<file path="config.mk">
export PLATFORM = sky130hd
export DESIGN_NAME = qtrm_combine
export DESIGN_NICKNAME = d
export VERILOG_FILES = /design/src/rtl/quaternion_to_rotation_matrix_defines.svh /design/src/rtl/qtrm_pkg.sv /design/src/rtl/qtrm_combine.sv
export SDC_FILE = /design/constraint.sdc
export NUM_CORES = 1
export LEC_CHECK = 0
export BUFFER_PORTS_ARGS = -buffer_cell sky130_fd_sc_hd__clkbuf_2
export CORE_MARGIN = 4
export CORE_UTILIZATION = 50
export CTS_CLUSTER_SIZE = 12
export DETAILED_ROUTE_END_ITERATION = 8
export GPL_TIMING_DRIVEN = 0
export PLACE_DENSITY = 0.74
export RECOVER_POWER = 50
export SETUP_SLACK_MARGIN = 0.5
export SYNTH_ARGS = -nofsm -noshare
export SYNTH_HDL_FRONTEND = slang
export SYNTH_SLANG_ARGS = --single-unit
export TNS_END_PERCENT = 30
</file>
<file path="constraint.sdc">
create_clock -name aclk -period 17.49 [get_ports aclk]
set_clock_uncertainty 0.1 [all_clocks]
set_input_delay 0 -clock aclk [delete_from_list [all_inputs] [get_ports aclk]]
set_output_delay 0 -clock aclk [all_outputs]
set_load 0.01 [all_outputs]
</file>
<file path="src/rtl/quaternion_to_rotation_matrix_defines.svh">
// assertion macros for the quaternion to rotation matrix block
`ifndef QUATERNION_TO_ROTATION_MATRIX_DEFINES_SVH
`define QUATERNION_TO_ROTATION_MATRIX_DEFINES_SVH

`ifndef SYNTH

// same-cycle implication, disabled while reset is low
`define QTRM_ASSERT_SAME(label, clk, rstn, ante, cons) \
    label: assert property (@(posedge clk) disable iff (!(rstn)) (ante) |-> (cons)) \
        else $error("qtrm assertion failed");

// next-cycle implication, disabled while reset is low
`define QTRM_ASSERT_NEXT(label, clk, rstn, ante, cons) \
    label: assert property (@(posedge clk) disable iff (!(rstn)) (ante) |=> (cons)) \
        else $error("qtrm assertion failed");

`else

`define QTRM_ASSERT_SAME(label, clk, rstn, ante, cons)
`define QTRM_ASSERT_NEXT(label, clk, rstn, ante, cons)

`endif

`endif

</file>
<file path="src/rtl/qtrm_pkg.sv">
`timescale 1ns / 1ps

package qtrm_pkg;

    localparam int NUM_COMPONENTS = 4;
    localparam int NUM_PRODUCTS   = 9;
    localparam int NUM_ENTRIES    = 9;

    // quaternion components in tdata order
    localparam int Q_X = 0;
    localparam int Q_Y = 1;
    localparam int Q_Z = 2;
    localparam int Q_W = 3;

    // pairwise products
    localparam int P_XX = 0;
    localparam int P_YY = 1;
    localparam int P_ZZ = 2;
    localparam int P_XY = 3;
    localparam int P_XZ = 4;
    localparam int P_YZ = 5;
    localparam int P_WX = 6;
    localparam int P_WY = 7;
    localparam int P_WZ = 8;

    localparam int PROD_L [NUM_PRODUCTS] = '{Q_X, Q_Y, Q_Z, Q_X, Q_X, Q_Y, Q_W, Q_W, Q_W};
    localparam int PROD_R [NUM_PRODUCTS] = '{Q_X, Q_Y, Q_Z, Q_Y, Q_Z, Q_Z, Q_X, Q_Y, Q_Z};

    // matrix entries, row major: r00 r01 r02 r10 r11 r12 r20 r21 r22
    localparam int ENTRY_A [NUM_ENTRIES] =
        '{P_YY, P_XY, P_XZ, P_XY, P_XX, P_YZ, P_XZ, P_YZ, P_XX};
    localparam int ENTRY_B [NUM_ENTRIES] =
        '{P_ZZ, P_WZ, P_WY, P_WZ, P_ZZ, P_WX, P_WY, P_WX, P_YY};

    // diagonal: one minus both terms; otherwise a plus or minus b
    localparam logic [NUM_ENTRIES-1:0] ENTRY_DIAG  = 9'b100_010_001;
    localparam logic [NUM_ENTRIES-1:0] ENTRY_NEG_B = 9'b001_100_010;

endpackage

</file>
<file path="src/rtl/qtrm_combine.sv">
`timescale 1ns / 1ps

module qtrm_combine #(
    parameter int SAMPLE_WIDTH = 16
) (
    input  logic                             aclk,
    input  logic                             aresetn,
    input  logic                             in_valid,
    output logic                             in_ready,
    input  logic signed [2*SAMPLE_WIDTH-1:0] p [qtrm_pkg::NUM_PRODUCTS],
    output logic                             out_valid,
    input  logic                             out_ready,
    output logic signed [2*SAMPLE_WIDTH+1:0] s [qtrm_pkg::NUM_ENTRIES]
);

    localparam int SW = 2 * SAMPLE_WIDTH + 2;
    // rounding half and one, both scaled to the product sum before the shift
    localparam logic signed [SW-1:0] K_HALF = SW'(1) << (SAMPLE_WIDTH - 4);
    localparam logic signed [SW-1:0] K_ONE  = SW'(1) << (2 * SAMPLE_WIDTH - 5);

    logic                 valid_reg;
    logic signed [SW-1:0] sum_reg  [qtrm_pkg::NUM_ENTRIES];
    logic signed [SW-1:0] sum_next [qtrm_pkg::NUM_ENTRIES];
    logic                 advance;

    assign advance   = !valid_reg || out_ready;
    assign in_ready  = advance;
    assign out_valid = valid_reg;
    assign s         = sum_reg;

    always_comb begin
        logic signed [SW-1:0] a;
        logic signed [SW-1:0] b;
        for (int e = 0; e < qtrm_pkg::NUM_ENTRIES; e++) begin
            a = SW'(p[qtrm_pkg::ENTRY_A[e]]);
            b = SW'(p[qtrm_pkg::ENTRY_B[e]]);
            if (qtrm_pkg::ENTRY_DIAG[e]) begin
                sum_next[e] = K_ONE + K_HALF - a - b;
            end else if (qtrm_pkg::ENTRY_NEG_B[e]) begin
                sum_next[e] = a - b + K_HALF;
            end else begin
                sum_next[e] = a + b + K_HALF;
            end
        end
    end

    always_ff @(posedge aclk) begin
        if (!aresetn) begin
            valid_reg <= 1'b0;
        end else if (advance) begin
            valid_reg <= in_valid;
        end
    end

    always_ff @(posedge aclk) begin
        if (advance && in_valid) begin
            sum_reg <= sum_next;
        end
    end

endmodule

</file>
# After elaboration in Yosys (flattened, before gate mapping)
# Cells that the tools add are included.
[classes]
addsub = 17
reduce_logical = 3
[ops]
columns = ["operator", "count"]
rows = [
  ["$add 33x14->34 const B", 6],
  ["$sub 33x32->34", 3],
  ["$add 32x32->33", 3],
  ["$sub 32x32->33", 3],
  ["$sub 29x32->33 const A", 2],
  ["$logic_and 1x1->1", 1],
  ["$logic_not 1->1", 1],
  ["$logic_or 1x1->1", 1],
]
[word_totals]
register_bits = 307
out_inout_bits = 308
wordCells = 30

# Logic depth before layout (Yosys ltp)
[depth]
word_depth = 3
ltp_mapped = 19
depth_no_buf = 18

# Worst setup path before layout
# OpenSTA, ideal clock, no wires.
[synth_path]
path_type = "flip-flop to flip-flop"
startpoint = "register valid_reg, in the netlist out_valid"
endpoint = "register sum_reg (netlist bit s[0]), enable pin"
setup_ps = 705
arrival_ps = 7399
t_required_ps = 16685
path_slack_ps = 9286
stages_incl_launch_ff = 3
path_buffers = 0
path_cell_list = "dfxtp_1 > nand2b_1 > and2_1"
[synth_between]
elab_chain_len = 3
[synth_lines]
columns = ["item", "line", "text"]
rows = [
  ["start: declaration", "qtrm_combine.sv:21", "logic valid_reg;"],
  ["start signal: assignment", "qtrm_combine.sv:51", "valid_reg <= in_valid;"],
  ["$logic_not 1->1", "qtrm_combine.sv:26", "assign advance = !valid_reg || out_ready;"],
  ["$logic_or 1x1->1", "qtrm_combine.sv:26", ""],
  ["named net in_ready", "qtrm_combine.sv:9", "output logic in_ready,"],
  ["$logic_and 1x1->1", "qtrm_combine.sv:56", "if (advance && in_valid) begin"],
  ["end signal: assignment", "qtrm_combine.sv:57", "sum_reg <= sum_next;"],
  ["end: declaration", "qtrm_combine.sv:22", "logic signed [SW-1:0] sum_reg [qtrm_pkg::NUM_ENTRIES];"],
]
# The timed path passes the listed nets, and every way through them passes these cells.
# A chain may end at the register's enable or synchronous reset.

# Worst setup path after layout
[layout_path]
startpoint = "register valid_reg, in the netlist out_valid"
endpoint = "register sum_reg (netlist bit s[269]), enable pin"
[layout_between]
elab_chain_len = 3
[layout_lines]
columns = ["item", "line"]
rows = [
  ["$logic_not 1->1", "qtrm_combine.sv:26"],
  ["$logic_or 1x1->1", "qtrm_combine.sv:26"],
  ["$logic_and 1x1->1", "qtrm_combine.sv:56"],
]
# Every way passes these cells.

==> impl_metrics.yaml <==
status:
  status: "complete, but fails checks"
  violations: "capacitance limit, slew limit"
cts:
  cts_resized: 0
  hold_buffers: 84
  cts_buffer_depth: 3
  clock-root-buffer: "clkbuf_16"
  cts_made_buffers: 39
  htreeDepth: 2
  cts_tree: "built"
  clk_latency_ns: 0.55
  cts.clk_slew.worst_paths_ns: 0.06
  numClockSinks: 304
  cts_setup_buffers: 0
timing:
  fmax_mhz: 158
  setup_violations: 0
  final.setup.worst_slack_ns: 11.15
  rsz0062_at_grt: "no"
  final_max_slew_viol_count: 173
  fin_hold_ws_ns: 0.0281
  slew_headroom_pct: -147
  tns_ns: 0
  worst_pin_slew_ns: 3.70
  post-route-period-util_pct: 36.2
  period_needed_ns: 6.34
  final-hold-violation-count: 0
drt:
  totalWireLength_um: 83200
  drc: 0
  vias_per_cell: 5.50
  wl_met3_um: 6970
  ant_nets: 0
  drtIter0Drc: 1394
  wire_per_inst_um: 18.4
  wl_met2_um: 38500
  maxUsedRoutingLayer: "met5"
  drtPass1Iterations: 5
  dr_total_vias: 24800
  m1WireLength_um: 34000
floorplan:
  core_um2: 56300
  die_w_um: 246
  ios: 600
  row_count: 87
  die_y_um: 246
  design.die.area_um2: 60600
  initial_utilization_pct: 50.4
power_and_ir_drop:
  ir_drop_v: 0.0000657
  power.density_nw_per_um2: 86.3
  finalPower_mw: 2.94
  leakage_nw: 16.2
worst_setup_path:
  arrival_ns: 6.31
  ff2ff_setup_slack_ns: 11.15
  worstSetupStartpointType: "flip-flop"
  reg2reg_depth: 3
  path_max_fanout: 63
  reg2reg_from: "out_valid$_SDFFE_PN0N_"
  path_class: "reg2reg"
  r2r_end: "s[269]$_DFFE_PP_"
  critPathRequiredTime_ns: 17.46
  end_kind: "flip-flop"
global_route:
  grt_pass1_wl_um: 127000
  grt_pass1_vias: 24000
  grtUsageTotal_pct: 26.3
  grt_max_degree: 69
  grt-ovfl-total: 0
  antenna_found_initial: 11
layout:
  drive_above_1_share_pct: 9.96
  utilization_pct: 60.6
  layout_commonest_cell: "ha_1"
  layout_common_cells: "ha_1 (515), clkbuf_1 (379), inv_1 (346)"
  syn2layout_area_growth_pct: 20.3
  final_area_um2: 34100
  fin_nets: 4543
  layout.cells.non_filler: 4520
placed_design:
  place_ws_ns: 12.39
  place_area_um2: 32400
  dpl.hpwl_um: 67500
  gp_congestion: 0.945
  numPortBuffers: 599
  dp_cells: 4358
synth:
  syn_avg_cell_area_um2: 9.45
  yosysWarnings: 0
  netlist.area_leader.share_pct: 32.1
  synth_top_family_by_area: "adder cells"
  synth-xor-area-share_pct: 8.56
  synth_fa_ha_area_share_pct: 23.4
  synth_cells: 2999
  ys_ff_latch: 304
  ys.flop_type: "edfxtp_1"
  ys_types: 78
  yosys-top-cells-area: "edfxtp_1 (32%), ha_1 (23%), xnor2_1 (5.3%)"
  synthArstFlopShare_pct: 0
  synth-compound-area-share_pct: 19.7
  synth_edf_count: 303
  synthesis.nets: 3815
  netlist_area_um2: 28300
  synthSimpleGateAreaFrac_pct: 10.6
  synthMuxAreaShare_pct: 0.146
  yosysTopAreaCell: "edfxtp_1"
  ys_seq_area_share_pct: 32.2
worst_hold_path:
  hold_depth: 4
  hold_path.class: "in2reg"
  min_to: "s[29]$_DFFE_PP_"
  holdCritStartpoint: "p[253]"
flow_run:
  max_cap_violations: 3
## routing by layer
layer  track usage (%)  vias to the layer above
met5                 0                        -
met1              32.4                    11500
li1                  -                    12300
met4              11.2                        6
met2              43.6                      811
met3              6.84                      206
## how the worst max path moves through the flow
| stage | startpoint | to | slack (ns) | cells after the start |
|---|---|---|---|---|
| 4_1_cts | p[256] | s[168]$_DFFE_PP_ | 12.51 | 18 |
| 6_report | out_valid$_SDFFE_PN0N_ | s[269]$_DFFE_PP_ | 11.15 | 3 |
| 3_3_place_gp | out_valid$_SDFFE_PN0N_ | s[270]$_DFFE_PP_ | 6.15 | 2 |
| 3_5_place_dp | p[262] | s[168]$_DFFE_PP_ | 12.39 | 17 |
| 5_1_grt | out_valid$_SDFFE_PN0N_ | s[267]$_DFFE_PP_ | 10.49 | 3 |
| 2_1_floorplan | out_valid$_SDFFE_PN0N_ | s[0]$_DFFE_PP_ | 9.29 | 2 |
## logic make-up (layout without fill, tap and decap cells)
group | count (synthesis) | in the layout
AND/OR/NAND/NOR | 613 | 613
XOR/XNOR | 277 | 277
buffers and inverters | 403 | 1160
multiplexers | 4 | 4
other | 0 | 8
flip-flops | 304 | 304
adder cells (fa/ha/maj) | 524 | 524
AO/OA/AOI/OAI | 874 | 874
## area by class of cell
| class | count | area [um^2] |
|---|---|---|
| Buffer | 57 | 225 |
| Clock buffer | 46 | 1040 |
| Clock inverter | 24 | 248 |
| Tap cell | 756 | 946 |
| Multi-Input combinational cell | 2292 | 17700 |
| Timing Repair Buffer | 687 | 3500 |
| Fill cell | 5104 | 22200 |
| Inverter | 346 | 1300 |
| Sequential cell | 304 | 9120 |
| Antenna cell | 8 | 20.0 |
## Yosys cell counts, types with 8 or more instances
library cell  instances
a2111oi_0            11
a211oi_1             30
a21boi_0             14
a21o_1              152
a21oi_1             281
a221oi_1              8
a31o_2                8
a31oi_1              31
and2_1               23
and3_1               25
and4_1                9
clkbuf_1             53
edfxtp_1            303
fa_1                  9
ha_1                515
inv_1               346
nand2_1             173
nand2b_1             27
nand3_1              55
nand4_1              40
nor2_1              135
nor2b_1              32
nor3_1               43
nor4_1                8
o211ai_1             15
o21a_1               34
o21ai_0             158
o21bai_1             41
o31ai_1              12
or2_2                11
or3_1                10
xnor2_1             172
xor2_1              105
## where the power goes
part | switching [mW] | internal (mW) | leakage [nW]
combinational | 0.660 | 0.433 | 12.6
sequential | 0.0425 | 0.975 | 2.94
clock | 0.333 | 0.500 | 0.629
total | 1.04 | 1.91 | 16.2
## critical path, stage by stage, from the launching register on
cell and delay, ns:
dfxtp_1 0.31, nand2b_1 0.09, and2_0 2.66, clkbuf_1 2.58
## sequential cells by signal, summed over array words and instances (netlist names)
register / flops
s: 303
out_valid: 1
Power figures use the tool's default switching activity.
