--- config.mk ---
export PLATFORM = sky130hd
export DESIGN_NAME = qtrm_saturate
export DESIGN_NICKNAME = d
export VERILOG_FILES = /design/src/rtl/quaternion_to_rotation_matrix_defines.svh /design/src/rtl/qtrm_pkg.sv /design/src/rtl/qtrm_saturate.sv
export SDC_FILE = /design/constraint.sdc
export NUM_CORES = 1
export LEC_CHECK = 0
export ABC_AREA = 0
export BUFFER_PORTS_ARGS = -buffer_cell sky130_fd_sc_hd__buf_2
export CAP_MARGIN = 10
export CORE_AREA = 2 2 179 181
export CTS_CLUSTER_DIAMETER = 150
export CTS_CLUSTER_SIZE = 14
export DETAILED_ROUTE_END_ITERATION = 10
export DIE_AREA = 0 0 181 183
export MAX_ROUTING_LAYER = met4
export PLACE_DENSITY_LB_ADDON = 0.15
export RECOVER_POWER = 25
export SLEW_MARGIN = 20
export SYNTH_ARGS = -nofsm -noshare
export SYNTH_HDL_FRONTEND = slang
export SYNTH_SLANG_ARGS = --single-unit
--- constraint.sdc ---
create_clock -name aclk -period 4.7 [get_ports aclk]
set_clock_uncertainty 0.1 [all_clocks]
set_input_delay 0.235 -clock aclk [delete_from_list [all_inputs] [get_ports aclk]]
set_output_delay 0.235 -clock aclk [all_outputs]
set_load 0.02 [all_outputs]
--- src/rtl/quaternion_to_rotation_matrix_defines.svh ---
// assertion macros for the quaternion to rotation matrix block
`ifndef QUATERNION_TO_ROTATION_MATRIX_DEFINES_SVH
`define QUATERNION_TO_ROTATION_MATRIX_DEFINES_SVH

`ifndef SYNTH

// same-cycle implication, disabled while reset is low
`define QTRM_ASSERT_SAME(label, clk, rstn, ante, cons) \
    label: assert property (@(posedge clk) disable iff (!(rstn)) (ante) |-> (cons)) \
        else $error("qtrm assertion failed");

// next-cycle implication, disabled while reset is low
`define QTRM_ASSERT_NEXT(label, clk, rstn, ante, cons) \
    label: assert property (@(posedge clk) disable iff (!(rstn)) (ante) |=> (cons)) \
        else $error("qtrm assertion failed");

`else

`define QTRM_ASSERT_SAME(label, clk, rstn, ante, cons)
`define QTRM_ASSERT_NEXT(label, clk, rstn, ante, cons)

`endif

`endif

--- src/rtl/qtrm_pkg.sv ---
`timescale 1ns / 1ps

package qtrm_pkg;

    localparam int NUM_COMPONENTS = 4;
    localparam int NUM_PRODUCTS   = 9;
    localparam int NUM_ENTRIES    = 9;

    // quaternion components in tdata order
    localparam int Q_X = 0;
    localparam int Q_Y = 1;
    localparam int Q_Z = 2;
    localparam int Q_W = 3;

    // pairwise products
    localparam int P_XX = 0;
    localparam int P_YY = 1;
    localparam int P_ZZ = 2;
    localparam int P_XY = 3;
    localparam int P_XZ = 4;
    localparam int P_YZ = 5;
    localparam int P_WX = 6;
    localparam int P_WY = 7;
    localparam int P_WZ = 8;

    localparam int PROD_L [NUM_PRODUCTS] = '{Q_X, Q_Y, Q_Z, Q_X, Q_X, Q_Y, Q_W, Q_W, Q_W};
    localparam int PROD_R [NUM_PRODUCTS] = '{Q_X, Q_Y, Q_Z, Q_Y, Q_Z, Q_Z, Q_X, Q_Y, Q_Z};

    // matrix entries, row major: r00 r01 r02 r10 r11 r12 r20 r21 r22
    localparam int ENTRY_A [NUM_ENTRIES] =
        '{P_YY, P_XY, P_XZ, P_XY, P_XX, P_YZ, P_XZ, P_YZ, P_XX};
    localparam int ENTRY_B [NUM_ENTRIES] =
        '{P_ZZ, P_WZ, P_WY, P_WZ, P_ZZ, P_WX, P_WY, P_WX, P_YY};

    // diagonal: one minus both terms; otherwise a plus or minus b
    localparam logic [NUM_ENTRIES-1:0] ENTRY_DIAG  = 9'b100_010_001;
    localparam logic [NUM_ENTRIES-1:0] ENTRY_NEG_B = 9'b001_100_010;

endpackage

--- src/rtl/qtrm_saturate.sv ---
`timescale 1ns / 1ps

module qtrm_saturate #(
    parameter int SAMPLE_WIDTH = 16
) (
    input  logic                             aclk,
    input  logic                             aresetn,
    input  logic                             in_valid,
    output logic                             in_ready,
    input  logic signed [2*SAMPLE_WIDTH+1:0] s [qtrm_pkg::NUM_ENTRIES],
    output logic                             out_valid,
    input  logic                             out_ready,
    output logic signed [SAMPLE_WIDTH-1:0]   r [qtrm_pkg::NUM_ENTRIES]
);

    localparam int W  = SAMPLE_WIDTH;
    localparam int SW = 2 * SAMPLE_WIDTH + 2;
    localparam int RSHIFT = SAMPLE_WIDTH - 3;
    localparam logic signed [SW-1:0] MAX_V = SW'((64'sd1 <<< (W - 1)) - 64'sd1);
    localparam logic signed [SW-1:0] MIN_V = -MAX_V - SW'(1);

    logic                 valid_reg;
    logic signed [W-1:0]  r_reg  [qtrm_pkg::NUM_ENTRIES];
    logic signed [W-1:0]  r_next [qtrm_pkg::NUM_ENTRIES];
    logic                 advance;

    assign advance   = !valid_reg || out_ready;
    assign in_ready  = advance;
    assign out_valid = valid_reg;
    assign r         = r_reg;

    always_comb begin
        logic signed [SW-1:0] t;
        for (int e = 0; e < qtrm_pkg::NUM_ENTRIES; e++) begin
            t = s[e] >>> RSHIFT;
            if (t > MAX_V) begin
                r_next[e] = MAX_V[W-1:0];
            end else if (t < MIN_V) begin
                r_next[e] = MIN_V[W-1:0];
            end else begin
                r_next[e] = t[W-1:0];
            end
        end
    end

    always_ff @(posedge aclk) begin
        if (!aresetn) begin
            valid_reg <= 1'b0;
        end else if (advance) begin
            valid_reg <= in_valid;
        end
    end

    always_ff @(posedge aclk) begin
        if (advance && in_valid) begin
            r_reg <= r_next;
        end
    end

endmodule

Word-level counts from Yosys, hierarchy flattened
Cells that the tools add are included.
{"block": "word_totals", "output_inout_bits": 146, "elab_cells": 40, "regBits": 145, "in_bits": 310}
{"block": "op_classes", "n_lt_le_gt_ge": 18, "muxes": 9, "reduce_logical": 3}
{"cell": "21-bit by 16-bit > comparator with 1-bit output (second input constant)", "n": 9}
{"cell": "21-bit by 16-bit less-than comparator with 1-bit output (second input constant)", "n": 9}
{"cell": "16-bit two-way mux", "n": 9}
{"cell": "1-bit logical AND", "n": 1}
{"cell": "1-bit zero test", "n": 1}
{"cell": "1-bit logical OR", "n": 1}

Logic depth before layout (Yosys ltp)
Gate-level depths: netlist of run 1.
{"block": "logic_depth", "word_depth": 3, "ltp_mapped": 4}

Worst setup path after synthesis of run 1
No wires, ideal clock.
{"block": "synth_timing", "path_type": "register -> register", "start": "reg valid_reg (netlist: out_valid)", "end": "reg r_reg (netlist bit r[0]), enable pin", "stages_incl_launch_ff": 3, "setup_slack_ns": 0.127, "synth_period_minus_slack_ns": 4.573, "arrival_time_ns": 3.953, "cell_sequence": "dfxtp_1 nand2b_1 and2_1"}
{"block": "synth_between", "elab_chain_cells": 3}
{"item": "from (decl)", "line_no": "qtrm_saturate.sv:22", "source": "logic valid_reg;"}
{"item": "from (signal assigned)", "line_no": "qtrm_saturate.sv:50", "source": "valid_reg <= in_valid;"}
{"item": "1-bit zero test", "line_no": "qtrm_saturate.sv:27", "source": "assign advance = !valid_reg || out_ready;"}
{"item": "1-bit logical OR", "line_no": "qtrm_saturate.sv:27"}
{"item": "net in_ready", "line_no": "qtrm_saturate.sv:9", "source": "output logic in_ready,"}
{"item": "1-bit logical AND", "line_no": "qtrm_saturate.sv:55", "source": "if (advance && in_valid) begin"}
{"item": "to (signal assigned)", "line_no": "qtrm_saturate.sv:56", "source": "r_reg <= r_next;"}
{"item": "to (decl)", "line_no": "qtrm_saturate.sv:23", "source": "logic signed [W-1:0] r_reg [qtrm_pkg::NUM_ENTRIES];"}
The timed path passes the listed nets, and every way through them passes these cells.
A chain may end at the register's enable or synchronous reset.

Worst setup path after layout of run 1
{"block": "layout_timing", "start": "reg valid_reg (netlist: out_valid)", "end": "reg r_reg (netlist bit r[122]), enable pin"}
{"block": "layout_between", "elab_chain_cells": 3}
{"item": "1-bit zero test", "line_no": "qtrm_saturate.sv:27"}
{"item": "1-bit logical OR", "line_no": "qtrm_saturate.sv:27"}
{"item": "1-bit logical AND", "line_no": "qtrm_saturate.sv:55"}
No other way between the ends.

==> results of run 1 <==
==> path summary, 6_finish.rpt <==
check | from | endpoint | slack (ns) | cells after the start
setup reg to reg | out_valid$_SDFFE_PN0N_ | r[122]$_SDFFCE_PN1P_ | 2.86 | 3
hold / removal | s[52] | r[21]$_SDFFCE_PN1P_ | 0.03 | 2
hold reg to reg | out_valid$_SDFFE_PN0N_ | r[139]$_SDFFCE_PN1P_ | 0.99 | 3
setup / recovery | out_valid$_SDFFE_PN0N_ | r[122]$_SDFFCE_PN1P_ | 2.86 | 3
==> through the flow <==
stage               utilization [%]  cell area, sq um  instances  worst slack, ns
floorplan                         -              6090        365            0.127
global placement               25.8              8070       1079             2.92
finish                         31.5              9840       1244             2.86
CTS                            31.9              9970       1244             2.96
detailed placement             25.8              8070       1079             2.93
global route                   31.5              9840       1244             2.82
==> kinds of logic after synthesis <==
kind of cell	after synthesis	synth area share [%]
AOI/OAI and AO/OA	154	20.5
and+or+nand+nor	38	4.27
buffers and inverters	28	3.94
DFF	145	71.3
==> final cells by class <==
type / instances / area [sq um]
fill: 3265 / 21400
sequential: 145 / 4340
inverter: 1 / 3.75
multi-input combinational: 192 / 1510
timing repair buffer: 472 / 2910
tap: 402 / 503
clock inverter: 13 / 139
clock buffer: 19 / 433
==> repair_timing <==
| item | in CTS | in global routing |
|---|---|---|
| hold buffers | 133 | 0 |
| setup buffers | 0 | 0 |
| hold endpoints to repair | 132 | 0 |
==> cell usage after synthesis <==
library cell,count
o21a_1,135
o21ai_4,9
inv_1,1
edfxtp_1,144
nor2_1,9
nand2b_1,1
nand3_2,9
nor3_2,9
nand2_1,9
dfxtp_1,1
and2_1,1
buf_6,18
clkbuf_1,9
a21oi_2,9
a21boi_0,1
==> worst max-delay path: stages (launching register included) <==
cell      delay (ns)
dfxtp_1         0.31
nand2b_1        0.10
and2_4          0.16
buf_12          0.48
==> per-layer routing <==
| layer | GRT usage, % | up-vias |
|---|---|---|
| li1 | - | 2343 |
| met1 | 13.3 | 2261 |
| met2 | 18.2 | 203 |
| met3 | 4.05 | 8 |
| met4 | 3.71 | 0 |
| met5 | - | - |
==> power breakdown <==
part,leakage [nW],internal (mW),switching [mW]
clock network,0.265,0.782,0.577
logic,2.04,0.231,0.311
registers,1.43,1.54,0.0216
total,3.73,2.55,0.909
==> results.cfg, run 1 <==
[floorplanning]
die_w_um = 181
ios = 456
num_rows = 65
core_sq_mm = 0.0312
die_y_um = 183
initial_utilization_pct = 19.5
die-area_sq_mm = 0.0331

[logic_synthesis]
yosysWarningCount = 0
yosysTopAreaCellShare_pct = 71.0
synth_top_cells_by_area = edfxtp_1, o21a_1, buf_6
syn-num-nets = 675
mappedNetlistArea_sq_mm = 0.00609
synthCells = 365
synth_top_cell_by_area = edfxtp_1
ys_seq_area_share_pct = 71.3
syn_area_per_cell_sq_um = 16.7
synth_cell_type_count = 15
ys_ff_latch = 145

[finish]
final_layout_size_suffix_gt1_share_pct = 35.5
largest_register_ffs = 144
layout_commonest_cell = buf_2
area_delta_synth_final_pct = 61.6
final_cell_mix = buf_2, edfxtp_1, o21a_1
num-nets-final = 1139
antennaDiodeCount = 0

[sta]
hold_slack_ns = 0.0259
maxSlewViolCount = 0
period_share_pct = 39.2
setup-tns-final_ns = 0
worst_slew_pin_slew_ns = 0.987
finalHoldViolations = 0
rsz0062_at_grt = no
min_period_ns = 1.84
setup_viol = 0
slew-limit-headroom_pct = 34.2
fmax_mhz = 543

[worst_setup_path]
critPathLaunchType = flop
crit_path_max_fanout = 144
end_kind = flop
path_class = reg2reg
worstPathArrival_ns = 1.78
crit_required_ns = 4.64

[routing]
drc = 0
drt-total-wl_um = 18400
wl_per_cell_um = 14.8
wl_met1_um = 7780
vias = 4815
firstDrtPassIters = 4
drt_iter0_markers = 140
wl_met3_um = 1550
routed.top_layer = met4
ant_nets = 0
wl_met2_um = 8880
via_per_inst = 3.87

[clocking]
cts_tree = done
numCtsBuffers = 17
clkTransAtPathRegs_ns = 0.06
post_cts_resized = 0
cts_max_path_buffers = 2
htreeDepth = 4
clkLatencyLatePin_ns = 0.41
cts_root_buf = clkbuf_16
cts_sinks = 145

[grt]
grt_pass1_vias = 5021
grt_usage_pct = 11.3
grt_start_max_net_pins = 145
grt_pass1_wl_um = 28000
gr-total-overflow = 0
antenna_found_initial = 0

[min_path]
hold_path_class = in2reg

[power_and_ir_drop]
ir_drop_uv = 183
p_per_area_mw_per_mm2 = 351
power_mw = 3.46
leakagePower_nw = 3.73

[job]
cap_violations = 0

[placement]
numPortBuffers = 338
dp_hpwl_um = 12500
gp_congestion = 0.677

[status]
run_status = finished clean
Note: power is estimated with default switching activity, not from simulation.
==> inputs of run 2 (changes only) <==
- ABC_AREA: 0 -> 1
- CORE_AREA: 2 2 179 181 -> 2 2 177 179
- DIE_AREA: 0 0 181 183 -> 0 0 179 181
- clock period: 4.7 -> 1.51 ns (I/O delays scaled with it)
==> run 2 against run 1 <==
Worst setup slack worse by 2.7 ns. Sequential power rose to 3.1 times the previous value. Register-to-register slack worse by 2.7 ns. Critical path type unchanged. Hold slack better by 0.026 ns. Combinational power rose to 3.2 times the previous value. Clock-buffer cell count unchanged. Utilization up 2.7 points. Sequential cell count unchanged.
==> results.cfg, run 2 <==
[logic_synthesis]
synth_flop_cell = edfxtp_1
syn_area_per_cell_sq_um = 11.6
syn-num-nets = 829
synth_top_cells_by_area = edfxtp_1, nand2_1, nand2_2
ys_seq_area_share_pct = 72.3
ys_ff_latch = 145
mappedNetlistArea_sq_mm = 0.00601
synth_cell_type_count = 19
netlist_top_cells_count = nand2_1, edfxtp_1, nand2_2
synth_top_cell_by_area = edfxtp_1
yosysTopAreaCellShare_pct = 71.9
synth_edf_count = 144
synth-async-reset-ratio_pct = 0
synthCells = 519
yosysWarningCount = 0
yosysMostFrequentCell = nand2_1

[clocking]
clkLatencyLatePin_ns = 0.42
cts_tree = done
cts_sinks = 145
numCtsBuffers = 17
cts_root_buf = clkbuf_16
htreeDepth = 4
post_cts_resized = 0
clkTransAtPathRegs_ns = 0.07
holdBufCountCts = 151
cts_max_path_buffers = 2
post_cts_buffers = 0

[sta]
fmax_mhz = 723
rsz0062_at_grt = no
maxSlewViolCount = 0
min_period_ns = 1.38
setup-tns-final_ns = 0
worst_slew_pin_slew_ns = 0.668
hold_slack_ns = 0.0518
period_share_pct = 91.7
finalHoldViolations = 0
setup_viol = 0
slew-limit-headroom_pct = 55.4

[worst_setup_path]
crit_required_ns = 1.52
end_kind = flop
r2r_setup_slack_ns = 0.13
r2r_start = out_valid$_SDFFE_PN0N_
crit_family = buffers and inverters
critPathBufInv = 2
crit_chain = a21oi_4, buf_12, buf_4
crit_path_max_fanout = 19
r2r_cells = 3
path_class = reg2reg
worst_path_max_delay_cell = dfxtp_4
timing.rr.end = r[129]$_SDFFCE_PN1P_
worstPathArrival_ns = 1.40
critPathLaunchType = flop
max_stage_delay_ns = 0.35

[finish]
num-nets-final = 1342
num-fill-cells = 3165
final_cell_mix = nand2_1, buf_2, dlygate4sd3_1
largest_register_ffs = 144
multi_input_area_sq_mm = 0.00142
fin_area_sq_mm = 0.0104
layout_commonest_cell = nand2_1
area_delta_synth_final_pct = 72.6
stdcell_count = 1443
seqCellArea_sq_mm = 0.00435
final_layout_size_suffix_gt1_share_pct = 34.4

[floorplanning]
initial_utilization_pct = 19.8
die-area_sq_mm = 0.0324
die_w_um = 179
num_rows = 64
die_y_um = 181
core_sq_mm = 0.0303
ios = 456

[routing]
drt-total-wl_um = 19000
ant_nets = 0
vias = 5450
firstDrtPassIters = 4
via_per_inst = 3.78
drt_iter0_markers = 247
wl_per_cell_um = 13.2
drc = 0

[power_and_ir_drop]
power_mw = 11.2
switchingPower_mw = 2.77
power_frac_comb_pct = 15.4
power_frac_seq_pct = 42.8
p_per_area_mw_per_mm2 = 1080
internal_power_mw = 8.47
leakagePower_nw = 4.53
ir_drop_uv = 650
p_clk_share_pct = 41.8
p_sw_share_pct = 24.6

[grt]
antenna_found_initial = 2
gr-total-overflow = 0
grt_usage_pct = 12.0
grt_pass1_wl_um = 29000
grt_pass1_vias = 5624
grt_start_max_net_pins = 23

[min_path]
hold_path_class = in2reg
hp-start = s[62]
hold_depth = 4
min_to = r[22]$_SDFFCE_PN1P_

[job]
cap_violations = 0

[placement]
dp_hpwl_um = 14100
dpl-instance-area_sq_mm = 0.00834
dp_cells = 1258
numPortBuffers = 338
gp_congestion = 0.767

[status]
run_status = finished clean
-- run 2: how the worst max path moves through the flow --
stage          depth (start not counted)                   start  slack [ns]                    to
6_report                               3  out_valid$_SDFFE_PN0N_        0.13  r[129]$_SDFFCE_PN1P_
5_1_grt                                3  out_valid$_SDFFE_PN0N_        0.06   r[66]$_SDFFCE_PN1P_
4_1_cts                                3  out_valid$_SDFFE_PN0N_        0.10   r[66]$_SDFFCE_PN1P_
3_5_place_dp                           3  out_valid$_SDFFE_PN0N_        0.13    r[0]$_SDFFCE_PN1P_
3_3_place_gp                           3  out_valid$_SDFFE_PN0N_        0.13   r[77]$_SDFFCE_PN1P_
2_1_floorplan                          1  out_valid$_SDFFE_PN0N_       -1.82    r[0]$_SDFFCE_PN1P_
-- run 2: cell type report --
| class | count | share of cell area (%) |
|---|---|---|
| clock buffers | 19 | 4.17 |
| inverters | 11 | 0.398 |
| repair buffers | 521 | 33.0 |
| flip-flops and latches | 145 | 41.9 |
| multi-input cells | 336 | 13.6 |
| diodes | 2 | 0.0482 |
| well taps | 396 | 4.77 |
| clock inverters | 13 | 2.04 |
-- run 2: tightest hold or removal path: cells and delay by family --
kind / cells / cell delay (ns)
AOI/OAI and AO/OA: 1 / 0.07
buffers and inverters: 2 / 0.26
and+or+nand+nor: 1 / 0.06
-- run 2: kinds of logic (layout without fill, tap and decap cells) --
group | count (synthesis) | in the layout | share of synthesized area, %
other cells | 0 | 2 | 0
simple gates | 323 | 323 | 21.4
compound gates | 13 | 13 | 2.56
flops | 145 | 145 | 72.3
buf+inv | 38 | 564 | 3.77
-- run 2: metal layers --
| layer | track usage, % | vias to the layer above | share of wire, % |
|---|---|---|---|
| met2 | 20.0 | 219 | 49 |
| met3 | 3.91 | 25 | 8.4 |
| met5 | - | - | 0 |
| li1 | - | 2745 | - |
| met4 | 4.85 | 0 | 2.1 |
| met1 | 13.0 | 2461 | 40 |
-- run 2: metrics by stage --
| step | util [%] | worst slack [ns] |
|---|---|---|
| 4_1_cts | 34.6 | 0.103 |
| 2_1_floorplan | - | -1.82 |
| 3_5_place_dp | 27.5 | 0.128 |
| 6_report | 34.2 | 0.126 |
| 3_3_place_gp | 27.5 | 0.127 |
| 5_1_grt | 34.2 | 0.0590 |
-- run 2: power by group through the flow --
stage / Sequential (mW) / Combinational, mW / Clock, mW
after CTS: 4.81 / 1.81 / 4.89
final: 4.81 / 1.73 / 4.70
after detailed placement: 4.89 / 1.49 / 0
after floorplan: 5.25 / 0.444 / 0
after global routing: 4.84 / 1.90 / 5.03
after global placement: 4.89 / 1.50 / 0
==> inputs of run 3 (changes only) <==
- CORE_AREA: 2 2 177 179 -> 2 2 178 180
- DIE_AREA: 0 0 179 181 -> 0 0 180 182
- clock period: 1.51 -> 1.37 ns (I/O delays scaled with it)
==> run 3 against run 2 <==
Global-route usage fell by 0.34 points. Die area grew 1.1%. Via count decreased by 0.77%. Clock-buffer cell count down 1. Non-clock buffer count fell by 13. Sequential share of layout area is 0.26 points higher. Combinational power up 12%. Critical endpoint is now r[1]$_SDFFCE_PN1P_. Largest power group unchanged.
==> results.cfg, run 3 (synthesis gave the netlist of run 2 again) <==
[placement]
dp_hpwl_um = 13300
gp_congestion = 0.728
numPortBuffers = 338
dpl-instance-area_sq_mm = 0.00839

[worst_setup_path]
critPathLaunchType = flop
startpoint = out_valid$_SDFFE_PN0N_
r2r_start = out_valid$_SDFFE_PN0N_
crit_path_max_fanout = 23
path_class = reg2reg
crit_required_ns = 1.38
worstPathArrival_ns = 1.37
end_kind = flop

[clocking]
htreeDepth = 4
cts_root_buf = clkbuf_16
cts_max_path_buffers = 2
cts_sinks = 145
clkLatencyLatePin_ns = 0.41
numCtsBuffers = 17
cts_tree = done
clkTransAtPathRegs_ns = 0.07

[routing]
via_per_inst = 3.77
vias = 5408
firstDrtPassIters = 5
drt_iter0_markers = 205
drt-total-wl_um = 18600
drc = 0
ant_nets = 0
wl_per_cell_um = 13.0

[sta]
period_share_pct = 98.8
min_period_ns = 1.35
finalHoldViolations = 0
setup_viol = 0
slew-limit-headroom_pct = 52.7
rsz0062_at_grt = yes
worst_slew_pin_slew_ns = 0.708
maxSlewViolCount = 0
hold_slack_ns = 0.0495
fmax_mhz = 739

[power_and_ir_drop]
p_per_area_mw_per_mm2 = 1140
power_mw = 11.8
leakagePower_nw = 4.45
ir_drop_uv = 533

[job]
cap_violations = 0

[floorplanning]
core_sq_mm = 0.0310
initial_utilization_pct = 19.4
die_w_um = 180
die-area_sq_mm = 0.0328
ios = 456
die_y_um = 182
num_rows = 65

[finish]
final_cell_mix = nand2_1, buf_2, dlygate4sd3_1
largest_register_ffs = 144
num-fill-cells = 3299
seqCellArea_sq_mm = 0.00435
area_delta_synth_final_pct = 71.5
layout_commonest_cell = nand2_1
multi_input_area_sq_mm = 0.00144
num-nets-final = 1329
final_layout_size_suffix_gt1_share_pct = 33.5
fin_area_sq_mm = 0.0103

[grt]
grt_pass1_wl_um = 29200
grt_start_max_net_pins = 49
grt_pass1_vias = 5543
antenna_found_initial = 2
gr-total-overflow = 0
grt_usage_pct = 11.6

[min_path]
hp-start = s[62]
hold_path_class = in2reg

[status]
run_status = finished clean
## run 3: timing repair
action                                 CTS  global route
gates resized for setup                  2             1
setup endpoints to repair               46            63
endpoints found under the hold margin  145             0
buffers inserted                         1             0
hold buffers                           147             0
## run 3: per-stage QoR
stage | std cells | util [%] | setup slack (ns) | setup TNS, ns
global placement | 1254 | 27.1 | -0.0175 | -0.366
finish | 1436 | 33.3 | 0.0160 | 0
CTS | 1434 | 33.7 | 0.000418 | 0
detailed placement | 1254 | 27.1 | -0.0102 | -0.169
floorplan | 519 | - | -1.96 | -282.31
global route | 1436 | 33.3 | -0.0397 | -1.30
## run 3: per-layer routing
layer  routed length [um]  GRT usage (%)  part of all wire (%)
met1                 7830           13.6                    42
met2                 9210           19.3                    49
met3                 1430           3.85                   7.7
met4                  170           2.83                  0.91
met5                    0              -                     0
## run 3: final cells by class
| class | count | share of cell area, % |
|---|---|---|
| antenna | 2 | 0.0485 |
| clock buffer | 18 | 4.16 |
| clock inverter | 14 | 1.24 |
| inverter | 11 | 0.400 |
| multi-input combinational | 336 | 13.9 |
| timing repair buffer | 508 | 33.2 |
| tap | 402 | 4.88 |
| sequential | 145 | 42.2 |
## run 3: power by group
part	total, mW	leakage (nW)	internal, mW	switching [mW]
clock network	4.56	0.266	2.53	2.03
registers	5.30	1.36	5.23	0.0678
logic	1.93	2.82	0.865	1.06
## run 3: worst paths after layout
kind,end,slack (ns),cells after the start
setup reg to reg,r[1]$_SDFFCE_PN1P_,0.02,3
hold reg to reg,r[79]$_SDFFCE_PN0P_,0.66,2
setup / recovery,r[1]$_SDFFCE_PN1P_,0.02,3
hold / removal,r[16]$_SDFFCE_PN1P_,0.05,4
## run 3: critical path, stage by stage, from the launching register on
cell and delay, ns:
dfxtp_4 0.36, a21oi_4 0.19, buf_12 0.19, buf_16 0.19
